**src/rtl/assert_macros.svh**
```systemverilog
// ----------------------------------------------------------------------------
// assert_macros
// Assertion helpers used by edit_distance_similarity.
// ----------------------------------------------------------------------------
`ifndef ASSERT_MACROS_SVH
`define ASSERT_MACROS_SVH

// Concurrent assertion that is checked on the rising clock edge and
// held off while reset is asserted.
`define ASSERT_CLK(label, clk, rst_n, prop, msg) \
  label: assert property (@(posedge clk) disable iff (!rst_n) (prop)) else $error(msg);

// Concurrent assertion that is also checked while reset is asserted.
`define ASSERT_ALWAYS(label, clk, prop, msg) \
  label: assert property (@(posedge clk) (prop)) else $error(msg);

`endif

```
**src/rtl/eds_pkg.sv**
```systemverilog
// ----------------------------------------------------------------------------
// eds_pkg
// Command codes and widths for the edit distance similarity block.
// ----------------------------------------------------------------------------
package eds_pkg;

  localparam logic [1:0] CMD_REF    = 2'd0;
  localparam logic [1:0] CMD_CAND   = 2'd1;
  localparam logic [1:0] CMD_FINISH = 2'd2;
  localparam logic [1:0] CMD_UNUSED = 2'd3;

  // Longest string held; the result field widths are sized for it.
  localparam int MaxLen = 64;

  localparam int unsigned PctW     = 14;
  localparam int unsigned PctScale = 100;

endpackage

```
**src/rtl/eds_div.sv**
```systemverilog
// ----------------------------------------------------------------------------
// eds_div
// Restoring divider, one quotient bit per cycle, for the percentage.
// ----------------------------------------------------------------------------
module eds_div #(
  parameter int unsigned NumW = 18,
  parameter int unsigned DenW = 11
) (
  input  logic            clk_i,
  input  logic            rst_ni,
  input  logic            start_i,
  input  logic [NumW-1:0] num_i,
  input  logic [DenW-1:0] den_i,
  output logic            done_o,
  output logic [NumW-1:0] quot_o
);

  localparam int unsigned CntW = $clog2(NumW + 1);

  logic [NumW-1:0] quot_q, quot_d;
  logic [DenW:0]   rem_q, rem_d;
  logic [DenW-1:0] den_q, den_d;
  logic [CntW-1:0] cnt_q, cnt_d;
  logic            busy_q, busy_d;
  logic            done_q, done_d;
  logic [DenW:0]   trial;

  always_comb begin
    quot_d = quot_q;
    rem_d  = rem_q;
    den_d  = den_q;
    cnt_d  = cnt_q;
    busy_d = busy_q;
    done_d = 1'b0;
    trial  = '0;
    if (start_i) begin
      quot_d = num_i;
      rem_d  = '0;
      den_d  = den_i;
      cnt_d  = CntW'(NumW);
      busy_d = 1'b1;
    end else if (busy_q) begin
      trial = {rem_q[DenW-1:0], quot_q[NumW-1]};
      if (trial >= {1'b0, den_q}) begin
        rem_d  = trial - {1'b0, den_q};
        quot_d = {quot_q[NumW-2:0], 1'b1};
      end else begin
        rem_d  = trial;
        quot_d = {quot_q[NumW-2:0], 1'b0};
      end
      cnt_d = cnt_q - 1'b1;
      if (cnt_q == CntW'(1)) begin
        busy_d = 1'b0;
        done_d = 1'b1;
      end
    end
  end

  always_ff @(posedge clk_i or negedge rst_ni) begin
    if (!rst_ni) begin
      busy_q <= 1'b0;
      done_q <= 1'b0;
      cnt_q  <= '0;
    end else begin
      busy_q <= busy_d;
      done_q <= done_d;
      cnt_q  <= cnt_d;
    end
  end

  always_ff @(posedge clk_i) begin
    quot_q <= quot_d;
    rem_q  <= rem_d;
    den_q  <= den_d;
  end

  assign done_o = done_q;
  assign quot_o = quot_q;

endmodule

```
**src/rtl/edit_distance_similarity.sv**
```systemverilog
// ----------------------------------------------------------------------------
// edit_distance_similarity
// Levenshtein distance and similarity percentage of two loaded byte strings.
// ----------------------------------------------------------------------------
// Channel | Direction | Fields (low bit up)
// s_axis  | in        | tuser: cmd[1:0]; tdata: ch[7:0]
// m_axis  | out       | tdata: distance[6:0], similarity_percent[20:7],
//         |           |        reference_empty[21], truncated[22]
//
// Byte loads can be taken back to back. A finish first seeds the cost row,
// then updates it once per reference byte, one cell at a time through the
// one read and one write port of the cost row memory, then divides. An
// empty string skips the cell updates, and an empty reference skips the
// division.
// Reset clears the state, lengths and the overflow flag; memories need no clearing.
// The input stalls from a finish until its result is taken.
// ----------------------------------------------------------------------------
module edit_distance_similarity (
  input  logic        clk_i,
  input  logic        rst_ni,
  input  logic        s_axis_tvalid,
  output logic        s_axis_tready,
  input  logic [7:0]  s_axis_tdata,   // ch[7:0]
  input  logic [1:0]  s_axis_tuser,   // cmd[1:0]
  output logic        m_axis_tvalid,
  input  logic        m_axis_tready,
  // distance[6:0], similarity_percent[20:7], reference_empty[21], truncated[22]
  output logic [23:0] m_axis_tdata
);
  import eds_pkg::*;

  localparam int unsigned AW   = (MaxLen > 1) ? $clog2(MaxLen) : 1;
  localparam int unsigned LW   = $clog2(MaxLen + 1);
  localparam int unsigned RW   = $clog2(MaxLen + 2);
  localparam int unsigned NumW = LW + 8;
  localparam int unsigned DenW = LW;
  localparam logic [LW-1:0] LenMax = LW'(MaxLen);

  localparam logic [2:0] ST_LOAD = 3'd0;
  localparam logic [2:0] ST_INIT = 3'd1;
  localparam logic [2:0] ST_ROW  = 3'd2;
  localparam logic [2:0] ST_CELL = 3'd3;
  localparam logic [2:0] ST_DIV  = 3'd4;
  localparam logic [2:0] ST_WAIT = 3'd5;
  localparam logic [2:0] ST_OUT  = 3'd6;
  localparam logic [2:0] ST_DIVW = 3'd7;

  logic [7:0]    ref_mem  [MaxLen];
  logic [7:0]    cand_mem [MaxLen];
  logic [LW-1:0] row_mem  [MaxLen+1];

  logic [2:0]    state_q, state_d;
  logic [LW-1:0] rlen_q, rlen_d, clen_q, clen_d;
  logic          ovf_q, ovf_d;
  logic [LW-1:0] i_q, i_d, j_q, j_d;
  logic [LW-1:0] diag_q, diag_d, left_q, left_d;
  logic [7:0]    rch_q;
  logic [7:0]    cch_q;
  logic [LW-1:0] up_q;
  logic [LW-1:0] dist_q, dist_d;
  logic          empty_q, empty_d, trunc_q, trunc_d;
  logic [PctW-1:0] pct_q, pct_d;
  logic          neg_q, neg_d;

  logic [1:0]    cmd;
  logic [7:0]    ch;
  logic          in_fire;
  logic          out_fire;

  logic          row_we;
  logic [RW-1:0] row_wa, row_ra;
  logic [LW-1:0] row_wd;
  logic [LW:0]   cell_a, cell_b, cell_c, cell_m;

  logic          div_start, div_done;
  logic [NumW-1:0] div_num, div_quot;
  logic [LW:0]   diff;
  logic [LW:0]   diff_abs;

  assign cmd     = s_axis_tuser;
  assign ch      = s_axis_tdata;
  assign s_axis_tready = (state_q == ST_LOAD);
  assign in_fire = s_axis_tvalid && s_axis_tready;
  assign out_fire = m_axis_tvalid && m_axis_tready;

  // Byte stores
  always_ff @(posedge clk_i) begin
    if (in_fire && cmd == CMD_REF && rlen_q < LenMax) begin
      ref_mem[rlen_q[AW-1:0]] <= ch;
    end
    if (in_fire && cmd == CMD_CAND && clen_q < LenMax) begin
      cand_mem[clen_q[AW-1:0]] <= ch;
    end
    rch_q <= ref_mem[i_d[AW-1:0] - AW'(1)];
    cch_q <= cand_mem[j_d[AW-1:0] - AW'(1)];
  end

  // Cost row memory: one write, one registered read per cycle.
  always_ff @(posedge clk_i) begin
    if (row_we) begin
      row_mem[row_wa] <= row_wd;
    end
    up_q <= row_mem[row_ra];
  end

  assign cell_a = {1'b0, up_q} + 1'b1;
  assign cell_b = {1'b0, left_q} + 1'b1;
  assign cell_c = {1'b0, diag_q} + ((rch_q == cch_q) ? 1'b0 : 1'b1);
  always_comb begin
    cell_m = (cell_a < cell_b) ? cell_a : cell_b;
    if (cell_c < cell_m) begin
      cell_m = cell_c;
    end
  end

  assign diff     = {1'b0, rlen_q} - {1'b0, dist_q};
  assign diff_abs = diff[LW] ? (~diff + 1'b1) : diff;
  assign div_num  = NumW'(diff_abs[LW-1:0]) * NumW'(PctScale);

  always_comb begin
    state_d = state_q;
    rlen_d = rlen_q; clen_d = clen_q; ovf_d = ovf_q;
    i_d = i_q; j_d = j_q; diag_d = diag_q; left_d = left_q;
    dist_d = dist_q; empty_d = empty_q; trunc_d = trunc_q;
    pct_d = pct_q; neg_d = neg_q;
    row_we = 1'b0; row_wa = '0; row_wd = '0; row_ra = '0;
    div_start = 1'b0;
    case (state_q)
      ST_LOAD: begin
        if (in_fire) begin
          case (cmd)
            CMD_REF: begin
              if (rlen_q < LenMax) rlen_d = rlen_q + 1'b1;
              else ovf_d = 1'b1;
            end
            CMD_CAND: begin
              if (clen_q < LenMax) clen_d = clen_q + 1'b1;
              else ovf_d = 1'b1;
            end
            CMD_FINISH: begin
              j_d = '0;
              state_d = ST_INIT;
            end
            default: ;
          endcase
        end
      end
      ST_INIT: begin
        row_we = 1'b1;
        row_wa = RW'(j_q);
        row_wd = j_q;
        j_d = j_q + 1'b1;
        if (j_q == clen_q) begin
          i_d = LW'(1);
          state_d = ST_ROW;
        end
      end
      ST_ROW: begin
        if (i_q > rlen_q || clen_q == '0) begin
          row_ra = RW'(clen_q);
          dist_d = (clen_q == '0) ? rlen_q : dist_q;
          state_d = (clen_q == '0) ? ST_DIV : ST_WAIT;
        end else begin
          // Start row i: write entry 0 with i, take i-1 as the old diagonal, read entry 1.
          row_we = 1'b1;
          row_wa = '0;
          row_wd = i_q;
          diag_d = i_q - 1'b1;
          left_d = i_q;
          j_d = LW'(1);
          row_ra = RW'(1);
          state_d = ST_CELL;
        end
      end
      ST_CELL: begin
        // up_q holds row[j]; write new row[j], read row[j+1].
        row_we = 1'b1;
        row_wa = RW'(j_q);
        row_wd = cell_m[LW-1:0];
        diag_d = up_q;
        left_d = cell_m[LW-1:0];
        j_d = j_q + 1'b1;
        row_ra = RW'(j_q + 1'b1);
        if (j_q == clen_q) begin
          if (i_q == rlen_q) dist_d = cell_m[LW-1:0];
          i_d = i_q + 1'b1;
          state_d = (i_q == rlen_q) ? ST_DIV : ST_ROW;
        end
      end
      ST_WAIT: begin
        dist_d = up_q;
        state_d = ST_DIV;
      end
      ST_DIV: begin
        empty_d = (rlen_q == '0);
        trunc_d = ovf_q;
        neg_d = diff[LW];
        if (rlen_q == '0) begin
          pct_d = '0;
          state_d = ST_OUT;
        end else begin
          div_start = 1'b1;
          state_d = ST_DIVW;
        end
      end
      ST_DIVW: begin
        if (div_done) begin
          pct_d = neg_q ? PctW'(~div_quot + 1'b1) : PctW'(div_quot);
          state_d = ST_OUT;
        end
      end
      ST_OUT: begin
        if (m_axis_tready) begin
          rlen_d = '0; clen_d = '0; ovf_d = 1'b0;
          state_d = ST_LOAD;
        end
      end
      default: state_d = ST_LOAD;
    endcase
  end

  eds_div #(.NumW(NumW), .DenW(DenW)) u_div (
    .clk_i   (clk_i),
    .rst_ni  (rst_ni),
    .start_i (div_start),
    .num_i   (div_num),
    .den_i   (rlen_q),
    .done_o  (div_done),
    .quot_o  (div_quot)
  );

  always_ff @(posedge clk_i or negedge rst_ni) begin
    if (!rst_ni) begin
      state_q <= ST_LOAD;
      rlen_q  <= '0;
      clen_q  <= '0;
      ovf_q   <= 1'b0;
    end else begin
      state_q <= state_d;
      rlen_q  <= rlen_d;
      clen_q  <= clen_d;
      ovf_q   <= ovf_d;
    end
  end

  always_ff @(posedge clk_i) begin
    i_q <= i_d; j_q <= j_d; diag_q <= diag_d; left_q <= left_d;
    dist_q <= dist_d; empty_q <= empty_d; trunc_q <= trunc_d;
    pct_q <= pct_d; neg_q <= neg_d;
  end

  assign m_axis_tvalid = (state_q == ST_OUT);
  assign m_axis_tdata  = {1'b0, trunc_q, empty_q, pct_q, 7'(dist_q)};

`include "assert_macros.svh"

  `ASSERT_CLK(a_len_bound, clk_i, rst_ni, rlen_q <= LenMax && clen_q <= LenMax, "length over limit")
  `ASSERT_CLK(a_no_accept_busy, clk_i, rst_ni, m_axis_tvalid |-> !s_axis_tready, "input while busy")
  `ASSERT_CLK(a_clear, clk_i, rst_ni, out_fire |=> (rlen_q == '0 && !ovf_q), "not cleared")

endmodule
```
**config.mk**
```make
export PLATFORM = sky130hd
export DESIGN_NAME = edit_distance_similarity
export DESIGN_NICKNAME = d
export VERILOG_FILES = /design/src/rtl/eds_pkg.sv /design/src/rtl/eds_div.sv /design/src/rtl/edit_distance_similarity.sv
export VERILOG_INCLUDE_DIRS = /design/src /design/src/rtl
export SDC_FILE = /design/constraint.sdc
export NUM_CORES = 2
export LEC_CHECK = 0
export ABC_AREA = 1
export BUFFER_PORTS_ARGS = -buffer_cell sky130_fd_sc_hd__buf_4
export CORE_UTILIZATION = 60
export CTS_CLUSTER_DIAMETER = 200
export DETAILED_ROUTE_END_ITERATION = 10
export GPL_ROUTABILITY_DRIVEN = 0
export PLACE_DENSITY = 0.76
export SYNTH_ARGS = -nofsm -noshare
export SYNTH_HDL_FRONTEND = slang
export SYNTH_SLANG_ARGS = --single-unit
```
**constraint.sdc**
```tcl
create_clock -name clk_i -period 8.8 [get_ports clk_i]
set_input_delay 0.44 -clock clk_i [delete_from_list [all_inputs] [get_ports clk_i]]
set_output_delay 0.44 -clock clk_i [all_outputs]
set_load 0.005 [all_outputs]
```
# Word-level counts from Yosys, hierarchy flattened
# Memory sizes are Yosys's and may differ from the RTL's. A register that Yosys moved wholly into a read port is not among the register bits.
# Index checks and enable logic that the tools add are counted.
# word_totals
mem_bits_rw	1479
inputBits	14
memories	3
reg_bits	105
# op_classes
eq_ne	31
n_mux	77
bitwise_logic	2
n_mul	1
n_reduce_logical	27
order_cmp	6
addsub	15
# memory_table
memory	words	word_bits	rd	rd_clocked_by_memory_dff	write_ports	line	source
cand_mem	64	8	1	1	1	edit_distance_similarity.sv:49	logic [7:0] cand_mem [MaxLen];
ref_mem	64	8	1	1	1	edit_distance_similarity.sv:48	logic [7:0] ref_mem [MaxLen];
row_mem	65	7	1	1	1	edit_distance_similarity.sv:50	logic [LW-1:0] row_mem [MaxLen+1];
# op_table
cell	n
7-bit two-way mux	24
7-bit case mux with 2 select lines	6
14-bit two-way mux	5
7-bit case mux with 3 select lines	3
7-bit by 1-bit adder with 7-bit output, second input constant	5
14-bit case mux with 2 select lines	1
3-bit two-way mux	8
3-bit case mux with 8 select lines	1
1-bit two-way mux	23
7-bit by 1-bit adder with 8-bit output, second input constant	2
8-bit < comparator	2
2-bit by 1-bit inequality test with 1-bit output, second input constant	8
5-bit AND reduction	3
14-bit by 1-bit adder with 14-bit output, second input constant	1
7-bit == test	2
7-bit zero test	2
7-bit < comparator, second input constant	2
2-bit inequality test, second input constant	7
14-bit NOT	1
3-bit == test, second input constant	4
7-bit by 5-bit multiplier with 12-bit output, second input constant	1
6-bit AND reduction	2
6-bit by 1-bit subtractor with 6-bit output, second input constant	2
2-bit nonzero test	5
28 further kinds	39

# Depth between registers and ports, before layout
# logic_depth
ltp_word	8
depth_mapped	28
ltp_nobuf	27

# Modules after synthesis
# A second synthesis with hierarchy kept.
# hier_totals
cells_unflattened	6398
hier_area_um2	69457.9
# by_module_without_submodules
mod	instances	area_each_um2	cells_per_inst	seq_area_each_um2
edit_distance_similarity	1	67589.8	6182	46764.9
eds_div	1	1868.0	216	950.9

# Worst setup path before layout
# OpenSTA, ideal clock, no wires.
# synth_path
path_kind	flip-flop to flip-flop
start	reg up_q[0], read port of row_mem
end	mem row_mem[0][1] in the netlist's numbering (data pin)
required_ps	8442
setup_ps	358
arrival_ps	4402
slack_ps	4040
path_buffers	1
synth_period_minus_slack_ps	4760
path_stages_with_launch	21
cell_sequence	dfxtp_1 ha_1 nand3_1 nor3b_1 xor2_1 ha_1 nand2_1 nor2_1 a211oi_1 nand2_1 clkbuf_1 nand2_1 o21ai_0 ha_1 a21oi_1 nor2_1 a211oi_1 nand2_1 nand2_1 nand3_1 nand2_1
# synth_via
elab_chain_len	6
# synth_lines
element	line	source
start, declared	edit_distance_similarity.sv:59	logic [LW-1:0] up_q;
7-bit by 1-bit adder with 8-bit output (*)	edit_distance_similarity.sv:106	assign cell_a = {1'b0, up_q} + 1'b1;
8-bit < comparator	edit_distance_similarity.sv:110	cell_m = (cell_a < cell_b) ? cell_a : cell_b;
8-bit two-way mux (*)	edit_distance_similarity.sv:110	
8-bit < comparator	edit_distance_similarity.sv:111	if (cell_c < cell_m) begin
7-bit two-way mux (*)	edit_distance_similarity.sv:111	
7-bit case mux with 3 select lines (*)	edit_distance_similarity.sv:128	case (state_q)
net row_wd[1]	edit_distance_similarity.sv:72	logic [LW-1:0] row_wd;
end, declared	edit_distance_similarity.sv:50	
# Mark *: on every way through the listed nets, which the timed path passes. The rest lies on a longest branch.

# Final worst setup path
# layout_path
start	reg rlen_q[2]
end	reg cch_q[6], read port of cand_mem
# layout_via
elab_chain_len	5
# layout_lines
element	line	source
start, declared	edit_distance_similarity.sv:53	logic [LW-1:0] rlen_q, rlen_d, clen_q, clen_d;
start signal, assigned	edit_distance_similarity.sv:240	rlen_q <= rlen_d;
7-bit greater-than comparator	edit_distance_similarity.sv:159	if (i_q > rlen_q || clen_q == '0) begin
1-bit logical OR	edit_distance_similarity.sv:159	
7-bit two-way mux	edit_distance_similarity.sv:159	
7-bit case mux with 3 select lines	edit_distance_similarity.sv:128	
6-bit by 1-bit subtractor with 6-bit output	edit_distance_similarity.sv:95	cch_q <= cand_mem[j_d[AW-1:0] - AW'(1)];
end, declared	edit_distance_similarity.sv:58	logic [7:0] cch_q;
# Every way passes these cells. The select of a mux whose other input is x is not followed.
# A chain may end at the register's enable or synchronous reset.

==> impl_metrics.ini <==
[placement]
dp_hpwl_um = 106000
dpl_cell_area_um2 = 71400
portBuffers = 38

[detailed_routing]
drtAntennaViolNets = 0
drtIter0Drc = 6815
avgViaCountPerCell = 6.08
dr_total_vias = 48800
post-route-drc-count = 0
drt-pass1-iter-count = 6
drt-total-wl_um = 179000
wl_per_cell_um = 22.3

[clocking]
cts_root_buf = clkbuf_16
htreeDepth = 4
clock_latency_ps = 770
cts_buffers = 160
clockBufferDepth = 3
post-cts-setup-buffers = 0
hold_buffers = 1
clk_pin_slew_ps = 70
cts_resized = 0
cts_sinks = 1607
cts_tree = done

[synth]
synthAdderAreaFrac_pct = 1.51
yosysTopAreaCellShare_pct = 65.9
synthCells = 6479
yosys.area_share.simple_pct = 21.1
synthXorXnorAreaFrac_pct = 0.720
synth_warnings = 0
synthTopCellsByCount = 2126 x nand2_1, 1538 x edfxtp_1, 819 x nand3_1, 369 x inv_1, 344 x nor2_1
ys_seq_area_share_pct = 68.1
synth_top_family_by_area = simple AND/OR/NAND/NOR gates
yosysMostFrequentCell = nand2_1
async_flop_share_pct = 1.49
synth_cell_types = 48
yosysTopAreaCell = edfxtp_1
syn_nets = 6575
synth_edf_count = 1538
synth_compound_area_share_pct = 4.40
synth_area_leaders = edfxtp_1 66%, nand2_1 11%, nand3_1 5.9%
syn_area_um2 = 70000
ys.flop_type = edfxtp_1
synth-seq-cells = 1607
muxShareOfSynthArea_pct = 0
synth_area_per_cell_um2 = 10.8

[sta]
finClkSkew_ps = 22.0
max_slew_margin_pct = 17.3
fmax_mhz = 149
setup_tns_ps = 0
hold_viol_final = 0
fin_crit_sh_pct = 76.5
worst-slew-pin-transition_ps = 1230
min_period_ps = 6730
finalSetupViolations = 0
slew_violations = 0
rsz0062_at_grt = no

[setup_path]
reg2reg_slack_ps = 2070
reg2reg_from = rlen_q[2]$_DFFE_PN0P_
r2r.worst_path.cells = 21
reg2reg_to = cch_q[6]$_DFF_P_
cp_slowest_cell = nand2_8
critPathTopFamily = simple AND/OR/NAND/NOR gates
cp.arrival_ps = 7440
worstSetupStartpoint = rlen_q[2]$_DFFE_PN0P_
cp_cell_sequence = clkinv_1 -> ha_1 -> a21oi_1 -> nand2_1 -> nand2_1 -> nand2_1 -> nand2_1 -> nand2_4 -> nand2_8 -> inv_2 -> ha_4 -> inv_4 -> buf_4 -> nand2_1 -> o21ai_0 -> nand2_1 -> nand2_1 -> nand2_1 -> nand3_1 -> nand3_1 -> nand2_1
required_ps = 9510
crit_fanout = 167
crit_cells = 21
cp-end-kind = flip-flop
crit_path_end = cch_q[6]$_DFF_P_
worst-setup-path-type = reg -> reg
critical_path_buf_inv_count = 4
cpMostUsedCell = nand2_1
critPathLaunchType = flip-flop
cpPeakStageDelay_ps = 870

[die]
core_area_um2 = 115000
start_util_pct = 60.9
dieWidth_um = 344
die_y_um = 344
rows = 124
die_area_um2 = 118000
io_pins = 40

[run_status]
status = complete, no violations

[final_layout]
drive_above_1_share_pct = 5.75
finalNetCount = 6484
syn2layout_area_growth_pct = 9.16
final_area_um2 = 76500

[grt]
antenna_found_initial = 0
grt_pass1_wl_um = 271000
grt.total_usage_pct = 30.1
grt_max_degree = 209
grt_pass1_vias = 46400
overflow = 0

[job]
maxCapViolations = 0

[min_path]
hold_path_class = in -> reg
==> state kept, by name, summed over array words and instances (netlist names), 8 cells and up <==
signal / cells
u_div.quot_o: 15
cch_q: 8
row_mem: 455
pct_q: 14
rch_q: 8
cand_mem: 512
ref_mem: 512
==> per-layer routing <==
metal  part of all wire, %  global-route usage, %  vias up  wire [um]
li1                      -                      -    22200          -
met4                   3.7                   11.8        0       6700
met3                    11                   6.19      436      19400
met1                    39                   41.9    23400      69500
met2                    47                   47.0     2797      83100
met5                     0                      0        -          0
==> cells by family (layout without fill, tap and decap cells) <==
kind of cell,after synthesis,count (layout)
adder cells (fa/ha/maj),82,82
buffers and inverters,737,775
other,1,2
AO/OA/AOI/OAI,505,505
flip-flops,1607,1607
AND/OR/NAND/NOR,3492,3492
XOR/XNOR,55,55
==> placed cells by master (no fill, tap or decap), types with 45 or more instances in the layout <==
cell type,synthesis,routed
nand2_1,2126,2111
edfxtp_1,1538,1538
nand3_1,819,819
inv_1,369,365
nor2_1,344,344
a21oi_1,166,166
clkbuf_16,0,164
o21ai_0,144,144
nand3b_1,135,135
a32oi_1,112,112
buf_4,4,97
ha_1,78,76
dfxtp_1,45,45
==> how the worst min path moves through the flow <==
stage	startpoint	endpoint	slack (ps)	cells past startpoint
2_1_floorplan	rst_ni	clen_q[0]$_DFFE_PN0P_	140	0
4_1_cts	m_axis_tready	state_q[2]$_DFFE_PN0P_	120	4
3_3_place_gp	rst_ni	u_div.done_o$_DFF_PN0_	400	1
3_5_place_dp	rst_ni	u_div.done_o$_DFF_PN0_	410	1
5_1_grt	s_axis_tdata[2]	cand_mem[20][2]$_DFFE_PP_	140	1
6_report	s_axis_tdata[2]	cand_mem[20][2]$_DFFE_PP_	150	1
==> area by class of cell <==
type	instances	area, um^2
antenna	1	2.50
clock buffer	206	4300
clock inverter	85	752
fill	8247	38500
inverter	383	1450
multi-input combinational	4135	19600
sequential	1607	47700
tap	1512	1890
timing repair buffer	101	798
==> worst register-to-register path, delay by kind of cell (launching register included) <==
| kind | cells | cell delay, ps |
|---|---|---|
| AOI/OAI and AO/OA | 2 | 340 |
| adders and majority gates | 2 | 910 |
| buffers and inverters | 4 | 2240 |
| DFF | 1 | 770 |
| and+or+nand+nor | 13 | 2410 |
==> stage by stage <==
step                setup slack (ps)  hold slack, ps  utilization (%)  instances
finish                          2070             145             66.5       8030
global route                    1730             138             66.5       8029
CTS                             2290             115             66.5       8029
detailed placement              2360             410             62.1       7737
global placement                2480             402             62.1       7737
floorplan                       4040             144                -       6479
Power is left out: the tool's default activity adds up to more than one toggle a clock period on the data nets, which glitch-free logic cannot reach.
